<file path="src/rtl/core/atbtp_pkg.sv">
// shared constants, register index codes and the tile bound table for the
// attention batch tile planner; no dependencies
package atbtp_pkg;

  // configuration register indexes
  localparam logic [2:0] REG_HEAD_COUNT    = 3'd0;
  localparam logic [2:0] REG_HEAD_DIM      = 3'd1;
  localparam logic [2:0] REG_KV_HEAD_COUNT = 3'd2;
  localparam logic [2:0] REG_PAGED_KV      = 3'd3;
  localparam logic [2:0] REG_PAGE_LEN      = 3'd4;

  localparam int unsigned CFG_IDX_W  = 3;
  localparam int unsigned CFG_DATA_W = 13;

  localparam int unsigned LEN_W      = 20;
  localparam int unsigned IN_DATA_W  = 40;
  localparam int unsigned OUT_DATA_W = 168;

  // divider: 22-bit dividend shift register, 13-bit divisor, two bits a cycle
  localparam int unsigned DIV_W      = 22;
  localparam int unsigned DEN_W      = 13;
  localparam int unsigned DIV_STEPS  = DIV_W / 2;
  localparam int unsigned DIV_CNT_W  = 4;

  // multiplier operand widths
  localparam int unsigned MUL_A_W = 29;
  localparam int unsigned MUL_B_W = 13;
  localparam int unsigned MUL_P_W = MUL_A_W + MUL_B_W;

  // floor(64 / w) for a width in 16-element units, w = 1..64
  function automatic logic [6:0] quot64(input logic [6:0] w);
    logic [6:0] q;
    case (w) inside
      7'd1:              q = 7'd64;
      7'd2:              q = 7'd32;
      7'd3:              q = 7'd21;
      7'd4:              q = 7'd16;
      7'd5:              q = 7'd12;
      7'd6:              q = 7'd10;
      7'd7:              q = 7'd9;
      7'd8:              q = 7'd8;
      7'd9:              q = 7'd7;
      7'd10:             q = 7'd6;
      [7'd11:7'd12]:     q = 7'd5;
      [7'd13:7'd16]:     q = 7'd4;
      [7'd17:7'd21]:     q = 7'd3;
      [7'd22:7'd32]:     q = 7'd2;
      [7'd33:7'd64]:     q = 7'd1;
      default:           q = 7'd0;
    endcase
    return q;
  endfunction

endpackage

</file>
<file path="src/rtl/core/attention_batch_tile_planner.sv">
// attention batch tile planner top level: tile choice, block count and
// running element offsets per batch entry; depends on atbtp_pkg
module attention_batch_tile_planner (
  input  logic                                  clk_i,
  input  logic                                  rst_ni,
  // configuration write port
  input  logic                                  cfg_we_i,
  input  logic [atbtp_pkg::CFG_IDX_W-1:0]       cfg_idx_i,
  input  logic [atbtp_pkg::CFG_DATA_W-1:0]      cfg_wdata_i,
  // input words
  input  logic                                  s_axis_tvalid,
  output logic                                  s_axis_tready,
  input  logic [atbtp_pkg::IN_DATA_W-1:0]       s_axis_tdata,  // q_len, kv_len
  input  logic                                  s_axis_tuser,  // start_batch
  // result words
  output logic                                  m_axis_tvalid,
  input  logic                                  m_axis_tready,
  // tile_rows, tile_cols, entry_blocks, blocks_total, q_offset, kv_base_ofs, zero pad
  output logic [atbtp_pkg::OUT_DATA_W-1:0]      m_axis_tdata,
  output logic                                  m_axis_tuser   // active
);

  // One word per batch entry. After a word is taken the planner works on it
  // and is not ready until its result has moved into the output register, so
  // it takes no new word before the last is done. The time is set by one
  // shared restoring divider that retires two quotient bits a cycle and runs
  // twice per word: once for the query block count ceil(q_len / tile_rows)
  // and once for rounding kv_len up to whole pages. One shared 29x13 multiplier
  // then forms the page span and the two offset advances in turn. The tile
  // width comes from the head dimension and the rounded kv length, the tile
  // height from the wider of head dimension and tile width and the rounded q
  // length, both through a small constant table. Results sit in an output
  // register, so the next word is taken while a result waits. start_batch on
  // a word clears the offsets and block total before it. Offsets wrap at 2^48,
  // the block total at 2^32. The user must see that configuration is written
  // only while the planner is idle; the planner does not enforce it.

  localparam logic [3:0] S_IDLE     = 4'd0;
  localparam logic [3:0] S_COLS     = 4'd1;
  localparam logic [3:0] S_ROWS     = 4'd2;
  localparam logic [3:0] S_DIV_Q    = 4'd3;
  localparam logic [3:0] S_DIV_KV   = 4'd4;
  localparam logic [3:0] S_MUL_SPAN = 4'd5;
  localparam logic [3:0] S_MUL_QH   = 4'd6;
  localparam logic [3:0] S_MUL_QD   = 4'd7;
  localparam logic [3:0] S_MUL_KH   = 4'd8;
  localparam logic [3:0] S_MUL_KD   = 4'd9;
  localparam logic [3:0] S_OUT      = 4'd10;

  // configuration registers
  logic [7:0]  head_count_q;
  logic [9:0]  head_dim_q;
  logic [7:0]  kv_head_count_q;
  logic        paged_kv_q;
  logic [12:0] page_len_q;

  // sequencer and per-word registers
  logic [3:0]  state_q, state_d;
  logic [19:0] q_len_q, kv_len_q;
  logic [8:0]  cols_q;
  logic [7:0]  rows_q;
  logic [16:0] blocks_q;
  logic        act_q;
  logic [20:0] span_q;
  logic [37:0] q_add_q;

  // running state
  logic [47:0] q_acc_q, kv_acc_q;
  logic [31:0] block_sum_q;

  // shared divider
  logic [atbtp_pkg::DIV_W-1:0]     div_sh_q;
  logic [atbtp_pkg::DEN_W-1:0]     div_rem_q, div_den_q;
  logic [atbtp_pkg::DIV_CNT_W-1:0] div_cnt_q;
  logic [atbtp_pkg::DIV_W-1:0]     div_sh2;
  logic [atbtp_pkg::DEN_W-1:0]     div_rem2;
  logic                            div_last;

  // shared multiplier
  logic [atbtp_pkg::MUL_A_W-1:0] mul_a;
  logic [atbtp_pkg::MUL_B_W-1:0] mul_b;
  logic [atbtp_pkg::MUL_P_W-1:0] mul_p_q;

  // output register
  logic         out_valid_q;
  logic [7:0]   out_rows_q;
  logic [8:0]   out_cols_q;
  logic [16:0]  out_blocks_q;
  logic [31:0]  out_total_q;
  logic [47:0]  out_qofs_q, out_kvofs_q;
  logic         out_act_q;

  logic in_acc, out_load;

  assign s_axis_tready = (state_q == S_IDLE);
  assign in_acc        = s_axis_tvalid && s_axis_tready;
  assign out_load      = (state_q == S_OUT) && (!out_valid_q || m_axis_tready);

  // ---------------------------------------------------------------------
  // configuration writes
  // ---------------------------------------------------------------------
  always_ff @(posedge clk_i or negedge rst_ni) begin
    if (!rst_ni) begin
      head_count_q    <= 8'd1;
      head_dim_q      <= 10'd128;
      kv_head_count_q <= 8'd1;
      paged_kv_q      <= 1'b1;
      page_len_q      <= 13'd16;
    end else if (cfg_we_i) begin
      unique case (cfg_idx_i)
        atbtp_pkg::REG_HEAD_COUNT:    head_count_q    <= cfg_wdata_i[7:0];
        atbtp_pkg::REG_HEAD_DIM:      head_dim_q      <= cfg_wdata_i[9:0];
        atbtp_pkg::REG_KV_HEAD_COUNT: kv_head_count_q <= cfg_wdata_i[7:0];
        atbtp_pkg::REG_PAGED_KV:      paged_kv_q      <= cfg_wdata_i[0];
        atbtp_pkg::REG_PAGE_LEN:      page_len_q      <= cfg_wdata_i[12:0];
        default: ;
      endcase
    end
  end

  // ---------------------------------------------------------------------
  // tile choice, all widths in 16-element units
  // ---------------------------------------------------------------------
  logic [10:0] d_sum;
  logic [6:0]  d16, kdim16, ncap16, nb16, cols16;
  logic [20:0] kv_sum, q_sum;
  logic [16:0] kv16, q16;
  logic [6:0]  wide16, mcap16, mb16, rows16;
  logic [8:0]  cols_new;
  logic [7:0]  rows_new;

  always_comb begin
    d_sum  = {1'b0, head_dim_q} + 11'd15;
    d16    = d_sum[10:4];
    // head dimension below 128 still sizes the key tile as 128
    kdim16 = (d16 < 7'd8) ? 7'd8 : d16;
    ncap16 = atbtp_pkg::quot64(kdim16);
    kv_sum = {1'b0, kv_len_q} + 21'd15;
    kv16   = kv_sum[20:4];
    nb16   = (kv16 < {10'b0, ncap16}) ? kv16[6:0] : ncap16;
    // empty kv length falls back to the smallest tile
    cols16   = (nb16 == 7'd0) ? 7'd1 : nb16;
    cols_new = {cols16[4:0], 4'b0};

    wide16 = (d16 > {2'b0, cols_q[8:4]}) ? d16 : {2'b0, cols_q[8:4]};
    mcap16 = atbtp_pkg::quot64(wide16);
    q_sum  = {1'b0, q_len_q} + 21'd15;
    q16    = q_sum[20:4];
    mb16   = (q16 < {10'b0, mcap16}) ? q16[6:0] : mcap16;
    if (mb16 == 7'd0) begin
      rows16 = 7'd1;
    end else if (mb16 > 7'd8) begin
      rows16 = 7'd8;
    end else begin
      rows16 = mb16;
    end
    rows_new = {rows16[3:0], 4'b0};
  end

  // ---------------------------------------------------------------------
  // divider: two restoring steps per cycle
  // ---------------------------------------------------------------------
  always_comb begin
    logic [13:0] r1, r2;
    logic        g1, g2;
    logic [12:0] rem1;
    logic [21:0] sh1;
    r1       = {div_rem_q, div_sh_q[21]};
    g1       = (r1 >= {1'b0, div_den_q});
    rem1     = g1 ? 13'(r1 - {1'b0, div_den_q}) : r1[12:0];
    sh1      = {div_sh_q[20:0], g1};
    r2       = {rem1, sh1[21]};
    g2       = (r2 >= {1'b0, div_den_q});
    div_rem2 = g2 ? 13'(r2 - {1'b0, div_den_q}) : r2[12:0];
    div_sh2  = {sh1[20:0], g2};
  end

  assign div_last = (div_cnt_q == atbtp_pkg::DIV_CNT_W'(atbtp_pkg::DIV_STEPS - 1));

  // page rounding applies only with paging on and a nonzero page length
  logic        use_page;
  logic [20:0] q_dividend, kv_dividend;

  assign use_page    = paged_kv_q && (page_len_q != 13'd0);
  assign q_dividend  = 21'({1'b0, q_len_q} + {13'b0, rows_new} - 21'd1);
  assign kv_dividend = use_page ? 21'({1'b0, kv_len_q} + {8'b0, page_len_q} - 21'd1)
                                : {1'b0, kv_len_q};

  // ---------------------------------------------------------------------
  // multiplier operand select
  // ---------------------------------------------------------------------
  always_comb begin
    mul_a = '0;
    mul_b = '0;
    unique case (state_q)
      S_MUL_SPAN: begin
        mul_a = {8'b0, div_sh_q[20:0]};
        mul_b = div_den_q;
      end
      S_MUL_QH: begin
        mul_a = {9'b0, q_len_q};
        mul_b = {5'b0, head_count_q};
      end
      S_MUL_QD: begin
        mul_a = mul_p_q[28:0];
        mul_b = {3'b0, head_dim_q};
      end
      S_MUL_KH: begin
        mul_a = {8'b0, span_q};
        mul_b = {5'b0, kv_head_count_q};
      end
      S_MUL_KD: begin
        mul_a = mul_p_q[28:0];
        mul_b = {3'b0, head_dim_q};
      end
      default: ;
    endcase
  end

  // ---------------------------------------------------------------------
  // sequencer
  // ---------------------------------------------------------------------
  always_comb begin
    state_d = state_q;
    unique case (state_q)
      S_IDLE:     if (in_acc) state_d = S_COLS;
      S_COLS:     state_d = S_ROWS;
      S_ROWS:     state_d = S_DIV_Q;
      S_DIV_Q:    if (div_last) state_d = S_DIV_KV;
      S_DIV_KV:   if (div_last) state_d = S_MUL_SPAN;
      S_MUL_SPAN: state_d = S_MUL_QH;
      S_MUL_QH:   state_d = S_MUL_QD;
      S_MUL_QD:   state_d = S_MUL_KH;
      S_MUL_KH:   state_d = S_MUL_KD;
      S_MUL_KD:   state_d = S_OUT;
      S_OUT:      if (out_load) state_d = S_IDLE;
      default:    state_d = S_IDLE;
    endcase
  end

  always_ff @(posedge clk_i or negedge rst_ni) begin
    if (!rst_ni) begin
      state_q     <= S_IDLE;
      div_cnt_q   <= '0;
      q_acc_q     <= '0;
      kv_acc_q    <= '0;
      block_sum_q <= '0;
      out_valid_q <= 1'b0;
    end else begin
      state_q <= state_d;

      if ((state_q == S_DIV_Q) || (state_q == S_DIV_KV)) begin
        div_cnt_q <= div_last ? '0 : div_cnt_q + 1'b1;
      end

      if (in_acc && s_axis_tuser) begin
        q_acc_q     <= '0;
        kv_acc_q    <= '0;
        block_sum_q <= '0;
      end else if (out_load) begin
        q_acc_q     <= q_acc_q + {10'b0, q_add_q};
        kv_acc_q    <= kv_acc_q + {9'b0, mul_p_q[38:0]};
        block_sum_q <= block_sum_q + {15'b0, blocks_q};
      end

      if (out_load) begin
        out_valid_q <= 1'b1;
      end else if (m_axis_tready) begin
        out_valid_q <= 1'b0;
      end
    end
  end

  // datapath registers
  always_ff @(posedge clk_i) begin
    if (in_acc) begin
      q_len_q  <= s_axis_tdata[19:0];
      kv_len_q <= s_axis_tdata[39:20];
    end
    if (state_q == S_COLS) begin
      cols_q <= cols_new;
    end
    if (state_q == S_ROWS) begin
      rows_q    <= rows_new;
      act_q     <= (q_len_q != 20'd0) && (kv_len_q != 20'd0);
      div_sh_q  <= {1'b0, q_dividend};
      div_rem_q <= '0;
      div_den_q <= {5'b0, rows_new};
    end else if ((state_q == S_DIV_Q) && div_last) begin
      blocks_q  <= act_q ? div_sh2[16:0] : 17'd0;
      div_sh_q  <= {1'b0, kv_dividend};
      div_rem_q <= '0;
      div_den_q <= use_page ? page_len_q : 13'd1;
    end else if ((state_q == S_DIV_Q) || (state_q == S_DIV_KV)) begin
      div_sh_q  <= div_sh2;
      div_rem_q <= div_rem2;
    end

    if ((state_q == S_MUL_SPAN) || (state_q == S_MUL_QH) || (state_q == S_MUL_QD) ||
        (state_q == S_MUL_KH) || (state_q == S_MUL_KD)) begin
      mul_p_q <= mul_a * mul_b;
    end
    if (state_q == S_MUL_QH) begin
      span_q <= mul_p_q[20:0];
    end
    if (state_q == S_MUL_KH) begin
      q_add_q <= mul_p_q[37:0];
    end

    if (out_load) begin
      out_rows_q   <= rows_q;
      out_cols_q   <= cols_q;
      out_blocks_q <= blocks_q;
      out_total_q  <= block_sum_q + {15'b0, blocks_q};
      out_qofs_q   <= q_acc_q;
      out_kvofs_q  <= kv_acc_q;
      out_act_q    <= act_q;
    end
  end

  assign m_axis_tvalid = out_valid_q;
  assign m_axis_tdata  = {6'b0, out_kvofs_q, out_qofs_q, out_total_q, out_blocks_q,
                          out_cols_q, out_rows_q};
  assign m_axis_tuser  = out_act_q;

`ifndef NO_ASSERTIONS
  // a start word clears the running state before the entry is worked on
  a_start_clears: assert property (@(posedge clk_i) disable iff (!rst_ni)
    (in_acc && s_axis_tuser) |=> (q_acc_q == '0 && kv_acc_q == '0 && block_sum_q == '0))
    else $error("start word did not clear running state");

  // an active entry always has at least one block, an idle one none
  a_blocks_act: assert property (@(posedge clk_i) disable iff (!rst_ni)
    out_valid_q |-> ((out_blocks_q != 17'd0) == out_act_q))
    else $error("block count disagrees with active flag");

  // tile height is a nonzero multiple of 16 no larger than 128
  a_rows_range: assert property (@(posedge clk_i) disable iff (!rst_ni)
    out_valid_q |-> (out_rows_q[3:0] == 4'd0 && out_rows_q != 8'd0 && out_rows_q <= 8'd128))
    else $error("tile height out of range");
`endif

endmodule
</file>
<file path="config.mk">
export PLATFORM = sky130hd
export DESIGN_NAME = attention_batch_tile_planner
export DESIGN_NICKNAME = d
export VERILOG_FILES = /design/src/rtl/core/atbtp_pkg.sv /design/src/rtl/core/attention_batch_tile_planner.sv
export SDC_FILE = /design/constraint.sdc
export NUM_CORES = 2
export LEC_CHECK = 0
export BUFFER_PORTS_ARGS = -buffer_cell sky130_fd_sc_hd__buf_2
export CORE_ASPECT_RATIO = 0.75
export CORE_MARGIN = 4
export CORE_UTILIZATION = 63
export DETAILED_ROUTE_END_ITERATION = 12
export PLACE_DENSITY = 0.82
export SLEW_MARGIN = 5
export SYNTH_ARGS = -nofsm -noshare
export SYNTH_HDL_FRONTEND = slang
export SYNTH_SLANG_ARGS = --single-unit
export TNS_END_PERCENT = 50
</file>
<file path="constraint.sdc">
create_clock -name clk_i -period 10.5 [get_ports clk_i]
set_clock_uncertainty 0.1 [all_clocks]
set_input_delay 0.525 -clock clk_i [delete_from_list [all_inputs] [get_ports clk_i]]
set_output_delay 0.525 -clock clk_i [all_outputs]
set_load 0.01 [all_outputs]
</file>
==> out/qor.txt <==
Commonest non-fill, non-tap cell in the layout: nand2_1
Reg2Reg Depth: 27
Sequential-to-total area share from yosys stat: 37.5%
Final Critical Period: 9970 ps
DR WL met2: 47,200 um
Synthesized area: 40,700 um2
Fillers: 4,629
Initial antenna violation count: 8
Die X: 302 um
Peak VDD IR: 284 uV
Worst Max-Slew Pin Slew: 1360 ps
Worst hold start: cfg_wdata_i[11]
Dpl ws: 810 ps
Final setup fails: 0
Hold WC Path Type: primary input to flip-flop
CTS H-Tree Depth: 2
Initial Util: 63.9%
RSZ-0062 raised after global routing: no
Vias after detailed routing: 31,960
Num CTS Buffers: 54
Top FF cell, synth: edfxtp_1
GPL Wtd Cong: 1.04
Hold path endpoint: page_len_q[11]$_DFFE_PN0P_
Hold violation count in the final report: 0
Register bit total from synthesis: 545
Status: finished clean
Max capacitance violation total: 0
CP Data Required Time: 10,800 ps
Area delta synth->final: 11.1%
Post-Route M1 WL: 47,500 um
Syn Area/Cell: 10.1 um2
DRT Pass-1 Iters: 9
Grt ovf: 0
Library cells used by synthesis: 99
Max clock buf depth: 3
DP HPWL: 87,600 um
Setup TNS Final: 0 ps
Share of flip-flops with an asynchronous set or reset: 32.5%
Net count, final: 4,950
CTS sink count: 545
Synth Warn #: 0
Core ar.: 63,800 um2
DR vias/cell: 6.15
Reg2reg start: state_q[2]$_DFFE_PN0P_
Antenna Nets Post-Route: 0
Die height: 228 um
Clk root buf: clkbuf_16
GRT Total Usage: 33.3%
Commonest non-fill, non-tap cells in the layout: nand2_1, inv_1, edfxtp_1, fa_1, ha_1
DRC Markers: 0
TritonCTS clock tree: built
Io pins: 233
Reg clk slew, reported paths: 70 ps
Crit path kind: flip-flop to flip-flop
Number of placement rows: 80
P per Cell Area: 212 nW/um2
Routed WL per cell: 22.0 um
Reg2reg setup slack: 530 ps
Arrival @ worst endpoint: 10,270 ps
WL final: 115,000 um
Period utilisation layout: 94.9%
Max-slew violations: 0
Syn Inst Count: 4,037
CP endpoint kind: flip-flop
Largest net degree at the start of global routing: 114
R2r endpoint: mul_p_q[37]$_DFFE_PP_
Wire length on met3: 15,800 um
Total die area: 68,800 um2
CP max FO: 20
Number of global-route vias before repair: 31,125
Clk_lat worst skew: 650 ps
Hold path depth: 3
Crit path launch type: flip-flop
Relative slew slack: 8.88%
First DRT Iteration DRCs: 3,904
EDFF count, synth: 345
Setup bufs post-CTS: 0
Share of cells above drive strength 1: 10.4%
First-pass GRT wire length: 178,000 um
Final WS setup: 530 ps
Achievable Freq: 0.100 GHz
Top layer in use: met5
# port buffers: 218
Leak: 0.0205 uW
[Yosys cell counts (79+ instances only)]
cell,instances,share of area [%]
o21ai_0,233,2.9
inv_1,445,4.1
xnor2_1,132,2.8
a21o_1,101,1.9
a21oi_1,194,2.4
xor2_1,79,1.7
fa_1,302,15
nand3_1,101,1.2
clkbuf_1,108,1.0
nor2_1,270,2.5
nand2_1,518,4.8
ha_1,295,9.1
edfxtp_1,345,25
dfrtp_1,172,11
[area by class of cell]
type                       count  area [um2]  share of cell area, %
antenna                        2        5.00                 0.0111
clock buffer                  73        1610                   3.56
clock inverter                29         322                  0.711
inverter                     451        1700                   3.76
multi-input combinational   2933       23400                   51.7
sequential                   545       15300                   33.7
tap                          861        1080                   2.38
timing repair buffer         306        1870                   4.12
[through the flow]
step | util [%] | cells | total power (uW) | area [um2] | hold slack (ps)
after floorplan | - | 4070 | 6180 | 40800 | 129
after global placement | 67.3 | 5054 | 7270 | 42900 | 338
after detailed placement | 67.3 | 5054 | 7380 | 42900 | 345
after CTS | 70.9 | 5198 | 9500 | 45200 | 2.10
after global routing | 70.9 | 5198 | 10200 | 45200 | 26.0
final | 71.0 | 5200 | 9610 | 45200 | 26.9
[flip-flops by register name, summed over array words and instances, names as in the netlist, 5 cells and up]
register / count
div_rem_q: 13
head_count_q: 8
div_sh_q: 22
q_len_q: 20
head_dim_q: 10
page_len_q: 13
out_qofs_q: 48
block_sum_q: 32
out_total_q: 32
div_den_q: 13
span_q: 21
cols_q: 5
out_blocks_q: 17
kv_len_q: 20
q_add_q: 38
out_kvofs_q: 48
blocks_q: 17
kv_acc_q: 48
kv_head_count_q: 8
out_cols_q: 5
mul_p_q: 39
q_acc_q: 48
[cell families (layout without fill, tap and decap cells)]
logic type,count (synthesis),count (layout),synth area share (%)
and+or+nand+nor,1203,1203,13.5
AOI/OAI and AO/OA,822,822,13.2
adders and majority gates,597,597,23.9
buffers and inverters,592,859,5.61
DFF,545,545,37.5
xor gates and xnor gates,215,215,4.70
muxes,61,61,1.62
other,2,37,0.0184
[worst max-delay path by stage]
stage / depth (start not counted) / endpoint / from
after floorplan: 27 / mul_p_q[38]$_DFFE_PP_ / state_q[1]$_DFFE_PN0P_
after global placement: 27 / mul_p_q[37]$_DFFE_PP_ / state_q[2]$_DFFE_PN0P_
after detailed placement: 27 / mul_p_q[37]$_DFFE_PP_ / state_q[2]$_DFFE_PN0P_
after CTS: 27 / mul_p_q[37]$_DFFE_PP_ / state_q[2]$_DFFE_PN0P_
after global routing: 27 / mul_p_q[37]$_DFFE_PP_ / state_q[3]$_DFFE_PN0P_
final: 27 / mul_p_q[37]$_DFFE_PP_ / state_q[2]$_DFFE_PN0P_
[worst max-delay path, cell delays in order, from the launching register on]
cell and delay (ps):
dfrtp_1 530, nand2b_1 330, o22ai_1 580, and2_1 630
buf_4 420, nand2_1 90, nand2_1 670, nand2_1 190
fa_1 540, inv_1 60, fa_1 520, fa_1 510
inv_1 50, fa_1 480, fa_1 550, inv_1 50
ha_1 340, nand3_1 110, o22ai_1 350, o21bai_1 200
a31oi_1 350, a311oi_1 190, o31ai_1 510, a2111oi_0 220
o311ai_0 740, a21o_1 210, a21o_1 120, xor2_1 60
[metal layers]
layer  vias up  GRT usage, %
li1      14428             -
met1     15402          48.5
met2      1854          46.7
met3       268          12.1
met4         8          10.4
met5         -             0
[power breakdown]
part | switching (uW) | internal [uW]
Combinational | 2620 | 1740
Sequential | 430 | 2740
Clock | 876 | 1210
Total | 3920 | 5690
[repair_timing]
item	CTS	global route
hold buffers	42	0
endpoints found under the hold margin	151	0
gates resized for setup	0	0
(Power assumes the default switching activity.)
